### src/hw/rtl/pas_pkg.sv
// Package for the priority aging scheduler: table size, action codes,
// sequencer states and the priority clamp. No dependencies.
package pas_pkg;

  localparam int MAX_TASKS = 16;
  localparam int IDX_W     = $clog2(MAX_TASKS);

  localparam logic signed [7:0] PRIO_HIGHEST = -8'sd20;
  localparam logic signed [7:0] PRIO_LOWEST  = 8'sd20;
  localparam logic signed [7:0] DYN_FLOOR    = -8'sd128;
  localparam logic [2:0]        AGING_RESET  = 3'd1;

  typedef enum logic [1:0] {
    ACT_ADD    = 2'd0,
    ACT_REMOVE = 2'd1,
    ACT_SETPRI = 2'd2,
    ACT_PICK   = 2'd3
  } action_t;

  typedef enum logic [3:0] {
    ST_IDLE = 4'b0001,
    ST_SCAN = 4'b0010,
    ST_FIN  = 4'b0100,
    ST_OUT  = 4'b1000
  } state_t;

  // saturate a requested priority to the legal static range
  function automatic logic signed [5:0] clamp_prio(input logic signed [7:0] p);
    logic signed [7:0] c;
    begin
      if (p > PRIO_LOWEST) begin
        c = PRIO_LOWEST;
      end else if (p < PRIO_HIGHEST) begin
        c = PRIO_HIGHEST;
      end else begin
        c = p;
      end
      return c[5:0];
    end
  endfunction

endpackage

### src/hw/rtl/priority_aging_scheduler.sv
// Priority scheduler with aging over a table of task slots.
// Depends on pas_pkg (table size, action codes, states, clamp).
//
// Usage: one transaction in, one transaction out. Add, remove and set-priority
// present their result the cycle after acceptance. A pick walks every slot once,
// one slot per cycle through a single shared compare and saturating-subtract
// unit, then in ST_FIN writes the winner's dynamic priority back to its static
// value and presents the result in ST_OUT. The input stalls from acceptance
// until the result transaction has been taken. Lower priority values are more
// urgent; among equal dynamic priorities the oldest insertion wins, then the
// lower slot. Every passed-over ready slot ages by aging_step, saturating at
// -128. The configuration register may only be written while the block is
// idle.
module priority_aging_scheduler (
  input  logic       clk,
  input  logic       rst_n,
  // input channel
  input  logic       in_valid,
  output logic       in_stall,
  input  logic [1:0] in_action,
  input  logic [3:0] in_slot,
  input  logic signed [7:0] in_prio,
  // result channel
  output logic       out_valid,
  input  logic       out_stall,
  output logic       out_picked_valid,
  output logic [3:0] out_picked_slot,
  output logic       out_error,
  // configuration
  input  logic       cfg_valid,
  output logic       cfg_ready,
  input  logic [2:0] cfg_aging_step
);

  localparam int N = pas_pkg::MAX_TASKS;
  localparam int W = pas_pkg::IDX_W;

  // sequencer and scan state
  pas_pkg::state_t state_r, state_nxt;
  logic [W-1:0]    idx_r, idx_nxt;
  logic [W-1:0]    best_r, best_nxt;
  logic            best_found_r, best_found_nxt;
  logic signed [7:0] best_dyn_r, best_dyn_nxt;
  logic [7:0]      best_key_r, best_key_nxt;

  // result register
  logic            res_valid_r, res_valid_nxt;
  logic [3:0]      res_slot_r, res_slot_nxt;
  logic            res_err_r, res_err_nxt;

  // slot table
  logic [N-1:0]      ready_r, ready_nxt;
  logic signed [5:0] static_r [N];
  logic signed [7:0] dyn_r    [N];
  logic [7:0]        stamp_r  [N];
  logic [7:0]        stamp_cnt_r, stamp_cnt_nxt;
  logic [2:0]        aging_step_r;

  // table write controls
  logic              static_we;
  logic signed [5:0] static_wdata;
  logic              stamp_we;
  logic              dyn_we;
  logic [W-1:0]      dyn_waddr;
  logic signed [7:0] dyn_wdata;

  // decode of the incoming transaction
  pas_pkg::action_t  act;
  logic              slot_inside;
  logic [W-1:0]      slot_idx;
  logic              slot_ready;

  // shared scan unit
  logic              scan_ready;
  logic signed [7:0] scan_dyn;
  logic [7:0]        scan_key;
  logic signed [8:0] aged_wide;
  logic signed [7:0] aged;
  logic              scan_better;

  assign act         = pas_pkg::action_t'(in_action);
  assign slot_inside = 32'(in_slot) < 32'(N);
  assign slot_idx    = W'(in_slot);
  assign slot_ready  = slot_inside && ready_r[slot_idx];

  assign scan_ready  = ready_r[idx_r];
  assign scan_dyn    = dyn_r[idx_r];
  assign scan_key    = stamp_r[idx_r] - stamp_cnt_r;
  assign aged_wide   = 9'(scan_dyn) - $signed({6'b0, aging_step_r});
  assign aged        = (aged_wide < 9'(pas_pkg::DYN_FLOOR)) ? pas_pkg::DYN_FLOOR
                                                             : aged_wide[7:0];
  // strict compare keeps the oldest, then lowest-index, slot on ties
  assign scan_better = !best_found_r || (scan_dyn < best_dyn_r) ||
                       ((scan_dyn == best_dyn_r) && (scan_key < best_key_r));

  assign in_stall         = (state_r != pas_pkg::ST_IDLE);
  assign out_valid        = (state_r == pas_pkg::ST_OUT);
  assign out_picked_valid = res_valid_r;
  assign out_picked_slot  = res_slot_r;
  assign out_error        = res_err_r;
  assign cfg_ready        = 1'b1;

  always_comb begin
    state_nxt      = state_r;
    idx_nxt        = idx_r;
    best_nxt       = best_r;
    best_found_nxt = best_found_r;
    best_dyn_nxt   = best_dyn_r;
    best_key_nxt   = best_key_r;
    res_valid_nxt  = res_valid_r;
    res_slot_nxt   = res_slot_r;
    res_err_nxt    = res_err_r;
    ready_nxt      = ready_r;
    stamp_cnt_nxt  = stamp_cnt_r;
    static_we      = 1'b0;
    static_wdata   = '0;
    stamp_we       = 1'b0;
    dyn_we         = 1'b0;
    dyn_waddr      = slot_idx;
    dyn_wdata      = '0;

    case (state_r)
      pas_pkg::ST_IDLE: begin
        if (in_valid) begin
          res_valid_nxt = 1'b0;
          res_slot_nxt  = '0;
          res_err_nxt   = 1'b0;
          state_nxt     = pas_pkg::ST_OUT;
          case (act)
            pas_pkg::ACT_ADD: begin
              if (!slot_inside || slot_ready) begin
                res_err_nxt = 1'b1;
              end else begin
                ready_nxt[slot_idx] = 1'b1;
                static_we     = 1'b1;
                dyn_we        = 1'b1;
                stamp_we      = 1'b1;
                stamp_cnt_nxt = stamp_cnt_r + 8'd1;
              end
            end
            pas_pkg::ACT_REMOVE: begin
              if (!slot_ready) begin
                res_err_nxt = 1'b1;
              end else begin
                ready_nxt[slot_idx] = 1'b0;
              end
            end
            pas_pkg::ACT_SETPRI: begin
              if (!slot_ready) begin
                res_err_nxt = 1'b1;
              end else begin
                static_we    = 1'b1;
                static_wdata = pas_pkg::clamp_prio(in_prio);
                dyn_we       = 1'b1;
                dyn_wdata    = 8'(pas_pkg::clamp_prio(in_prio));
              end
            end
            pas_pkg::ACT_PICK: begin
              state_nxt      = pas_pkg::ST_SCAN;
              idx_nxt        = '0;
              best_found_nxt = 1'b0;
            end
            default: begin
              res_err_nxt = 1'b0;
            end
          endcase
        end
      end

      pas_pkg::ST_SCAN: begin
        // age every ready slot now; the winner is overwritten in ST_FIN
        if (scan_ready) begin
          dyn_we    = 1'b1;
          dyn_waddr = idx_r;
          dyn_wdata = aged;
          if (scan_better) begin
            best_nxt       = idx_r;
            best_found_nxt = 1'b1;
            best_dyn_nxt   = scan_dyn;
            best_key_nxt   = scan_key;
          end
        end
        if (idx_r == W'(N - 1)) begin
          state_nxt = pas_pkg::ST_FIN;
        end else begin
          idx_nxt = idx_r + W'(1);
        end
      end

      pas_pkg::ST_FIN: begin
        res_valid_nxt = best_found_r;
        res_slot_nxt  = best_found_r ? 4'(best_r) : 4'd0;
        res_err_nxt   = 1'b0;
        if (best_found_r) begin
          dyn_we    = 1'b1;
          dyn_waddr = best_r;
          dyn_wdata = 8'(static_r[best_r]);
        end
        state_nxt = pas_pkg::ST_OUT;
      end

      pas_pkg::ST_OUT: begin
        if (!out_stall) begin
          state_nxt = pas_pkg::ST_IDLE;
        end
      end

      default: begin
        state_nxt = pas_pkg::ST_IDLE;
      end
    endcase
  end

  // control state
  always_ff @(posedge clk) begin
    if (!rst_n) begin
      state_r      <= pas_pkg::ST_IDLE;
      idx_r        <= '0;
      best_found_r <= 1'b0;
      ready_r      <= '0;
      stamp_cnt_r  <= '0;
      aging_step_r <= pas_pkg::AGING_RESET;
      res_valid_r  <= 1'b0;
      res_slot_r   <= '0;
      res_err_r    <= 1'b0;
    end else begin
      state_r      <= state_nxt;
      idx_r        <= idx_nxt;
      best_found_r <= best_found_nxt;
      ready_r      <= ready_nxt;
      stamp_cnt_r  <= stamp_cnt_nxt;
      res_valid_r  <= res_valid_nxt;
      res_slot_r   <= res_slot_nxt;
      res_err_r    <= res_err_nxt;
      if (cfg_valid && cfg_ready) begin
        aging_step_r <= cfg_aging_step;
      end
    end
  end

  // payload: scan bests and the slot table
  always_ff @(posedge clk) begin
    best_r     <= best_nxt;
    best_dyn_r <= best_dyn_nxt;
    best_key_r <= best_key_nxt;
    if (static_we) begin
      static_r[slot_idx] <= static_wdata;
    end
    if (stamp_we) begin
      stamp_r[slot_idx] <= stamp_cnt_r;
    end
    if (dyn_we) begin
      dyn_r[dyn_waddr] <= dyn_wdata;
    end
  end

endmodule

### config.mk
export PLATFORM = sky130hd
export DESIGN_NAME = priority_aging_scheduler
export DESIGN_NICKNAME = d
export VERILOG_FILES = /design/src/hw/rtl/pas_pkg.sv /design/src/hw/rtl/priority_aging_scheduler.sv
export SDC_FILE = /design/constraint.sdc
export NUM_CORES = 1
export LEC_CHECK = 0
export BUFFER_PORTS_ARGS = -buffer_cell sky130_fd_sc_hd__buf_2
export CAP_MARGIN = 20
export CORE_MARGIN = 1
export CORE_UTILIZATION = 40
export CTS_CLUSTER_DIAMETER = 60
export DETAILED_ROUTE_END_ITERATION = 6
export GPL_TIMING_DRIVEN = 0
export SKIP_LAST_GASP = 1
export SLEW_MARGIN = 5
export SYNTH_ARGS = -nofsm -noshare
export SYNTH_HDL_FRONTEND = slang
export SYNTH_SLANG_ARGS = --single-unit
### constraint.sdc
create_clock -name clk -period 8.8 [get_ports clk]
set_clock_uncertainty 0.2 [all_clocks]
set_input_delay 0.88 -clock clk [delete_from_list [all_inputs] [get_ports clk]]
set_output_delay 0.88 -clock clk [all_outputs]
set_load 0.01 [all_outputs]
==> results.yml <==
drt:
  wl_per_cell_microns: 24.04
  wl_microns: 42550
  ant_nets: 0
  drc_errors: 0
  vias: 9835
  vias_per_cell: 5.556
  drtPass1Iterations: 5
  drt-initial-drc-count: 990
timing:
  finalCriticalPeriod_ns: 8.057
  post-route-period-util_pct: 91.56
  postLayoutSetupSlackWorst_ns: 0.7426
  finalSetupViolations: 0
  rsz0062_at_grt: "no"
  slew_headroom_pct: 25.70
  slew_viol_final: 0
  fin_tns_setup_ns: 0
  hold_viol_final: 0
  max_freq_mhz: 124.1
  tightest_slew_ns: 1.110
synthesis:
  muxShareOfSynthArea_pct: 15.15
  synth-seq-cells: 422
  synthCells: 1057
  synthSimpleGateAreaFrac_pct: 6.549
  yosysSeqAreaShare_pct: 68.29
  synth.area.top_cells: "edfxtp_1 63%, mux4_2 14%, dfxtp_1 5.6%"
  async_reset_ff_share_pct: 0
  synthAdderAreaFrac_pct: 2.401
  synth_nets: 1112
  yosys.area.top_type: "edfxtp_1"
  yosys-top-cells-count: "372 x edfxtp_1, 107 x mux4_2, 80 x nor2_1"
  ys.warnings.count: 0
  synth.avg_cell_area_sq_um: 16.86
  synth_ff_type: "edfxtp_1"
  synth_compound_area_share_pct: 4.570
  synth-xor-area-share_pct: 0.9336
  netlist.area_leader.share_pct: 62.67
  synth_top_family_by_area: "multiplexers"
  synth_area_sq_um: 17820
  synth_edf_count: 372
  ys_types: 61
  yosys.cell_count.top_type: "edfxtp_1"
setup_path:
  cp-end-kind: "flop"
  r2r_setup_slack_ns: 0.74
  crit_buf_inv: 5
  max_stage_delay_ns: 0.73
  cp.depth: 20
  crit_required_ns: 9.05
  crit_path_max_fanout: 24
  crit_chain: "clkbuf_1 > buf_1 > buf_1 > clkbuf_1 > mux4_2 > mux4_2 > ha_1 > a21o_1 > a21o_1 > a21o_1 > a21oi_1 > o21ai_0 > xnor2_1 > ha_1 > a2111oi_0 > o21ai_0 > o21ai_0 > and2_1 > clkbuf_2 > mux2_2"
  worstPathArrival_ns: 8.31
  crit_type: "reg -> reg"
  critPathLaunchType: "flop"
  crit_family: "buffers and inverters"
  r2r_cells: 20
  cp_slowest_cell: "clkbuf_1"
global_route:
  antenna_found_initial: 0
  grt_pass1_vias: 9690
  grt_overflow_total: 0
  grt_use_met1_pct: 27.54
  grt-busiest-layer: "met2"
  grt_pass1_wl_microns: 62930
  grt_max_degree: 25
  globalRouteTotalUtil_pct: 19.41
  gr-usage-met3_pct: 3.000
  grt_use_met2_pct: 30.75
placed_design:
  dp_hpwl_microns: 29110
  pre_cts_slack_ns: 0.5994
  port_buffers: 27
  place_congestion: 0.8710
layout:
  nets: 1204
  diodes: 0
  seq_area_sq_um: 12170
  area_growth_pct: 14.03
  multi_input_area_sq_um: 5280
  fill_cells: 3798
  drive_gt1_share_pct: 21.43
clock_network:
  cts_tree: "done"
  root_buffer: "clkbuf_16"
  clk_latency_ns: 0.57
  cts_made_buffers: 45
  clk_path_buf_depth: 3
  clk_pin_slew_ns: 0.06
  cts_setup_buffers: 0
  h-tree-depth: 2
  cts_resized: 0
  cts_hold_buffers: 0
  clock-sinks: 422
pwr:
  p_leak_nw: 6.194
  peakVddDrop_mv: 0.1626
  p_per_area_nw_per_um2: 206.1
floorplan:
  ios: 31
  num_rows: 76
  die-area_sq_um: 45410
  die_y_microns: 213.1
  start_util_pct: 40.93
  die_w_microns: 213.1
  core-area_sq_um: 43550
job:
  maxCapViolCount: 0
worst_hold_path:
  hp-class: "reg -> reg"
status:
  outcome: "finished clean"
## layout make-up
cell class / instances / share of cell area (%)
Sequential cell: 422 / 59.88
Multi-Input combinational cell: 544 / 25.98
Clock buffer: 63 / 6.230
Tap cell: 585 / 3.601
Timing Repair Buffer: 45 / 1.508
Buffer: 52 / 1.120
Clock inverter: 20 / 0.9603
Inverter: 39 / 0.7202
## through the flow
step | area (sq um) | power [mW] | hold WS, ns | utilization (%) | cells
6_report | 20330 | 4.188 | 0.3274 | 46.67 | 1770
5_1_grt | 20330 | 4.312 | 0.3413 | 46.67 | 1770
4_1_cts | 20260 | 4.223 | 0.3146 | 46.52 | 1763
3_5_place_dp | 18800 | 2.364 | 0.2981 | 43.17 | 1680
3_3_place_gp | 18690 | 2.362 | 0.2942 | 42.92 | 1669
2_1_floorplan | 17820 | 2.313 | 0.2371 | - | 1057
## worst min-delay path by stage
stage,start,to,slack (ns),cells past startpoint
2_1_floorplan,idx_r[2]$_SDFFE_PN0P_,best_r[2]$_DFFE_PP_,0.24,0
3_3_place_gp,flop,flop,0.29,2
3_5_place_dp,flop,flop,0.30,2
4_1_cts,flop,flop,0.31,2
5_1_grt,idx_r[1]$_SDFFE_PN0P_,best_r[1]$_DFFE_PP_,0.34,0
6_report,out_picked_slot[2]$_SDFFE_PN0P_,out_picked_slot[2]$_SDFFE_PN0P_,0.33,2
## placed cells by master, fill, tap and decap left out, drive strengths merged, types with 13 or more instances in the layout
cell,n
mux2i,20
o21ai,34
edfxtp,372
inv,40
clkbuf,95
a21oi,20
ha,31
a31oi,13
nand2,46
nand3,25
nor2b,21
clkinv,14
buf,65
mux4,107
nor2,80
dfxtp,50
## report_power, final
part           switching (mW)  internal, mW
clock                   0.768          1.10
sequential             0.0114          2.17
combinational          0.0922        0.0540
total                   0.872          3.32
## flip-flops by register name (all words and copies together), names as in the netlist, named ones only
name              cells
dyn_r               128
stamp_r             128
static_r             96
best_dyn_r            8
best_key_r            8
stamp_cnt_r           8
best_r                4
idx_r                 4
out_picked_slot       4
state_r               4
aging_step_r          3
best_found_r          1
out_error             1
out_picked_valid      1
## worst reg2reg max path, cell delays in order (launching register included)
cell	delay [ns]
dfxtp_1	0.31
clkbuf_1	0.53
buf_1	0.55
buf_1	0.55
clkbuf_1	0.73
mux4_2	0.43
mux4_2	0.50
ha_1	0.29
a21o_1	0.16
a21o_1	0.19
a21o_1	0.18
a21oi_1	0.27
o21ai_0	0.21
xnor2_1	0.25
ha_1	0.31
a2111oi_0	0.40
o21ai_0	0.17
o21ai_0	0.54
and2_1	0.21
clkbuf_2	0.54
mux2_2	0.41
## cell families (layout without fill, tap and decap cells)
| logic type | Yosys count | after routing |
|---|---|---|
| adder cells (fa/ha/maj) | 33 | 33 |
| buffers and inverters | 91 | 219 |
| AND/OR/NAND/NOR | 235 | 235 |
| multiplexers | 135 | 135 |
| other | 1 | 1 |
| flip-flops | 422 | 422 |
| XOR/XNOR | 19 | 19 |
| AO/OA/AOI/OAI | 121 | 121 |
## metal layers
| metal | vias up | routed length, microns |
|---|---|---|
| met1 | 5112 | 19020 |
| met5 | - | 0 |
| met2 | 295 | 20330 |
| met3 | 58 | 2268 |
| met4 | 0 | 928 |
| li1 | 4370 | - |
(Power assumes the default switching activity.)
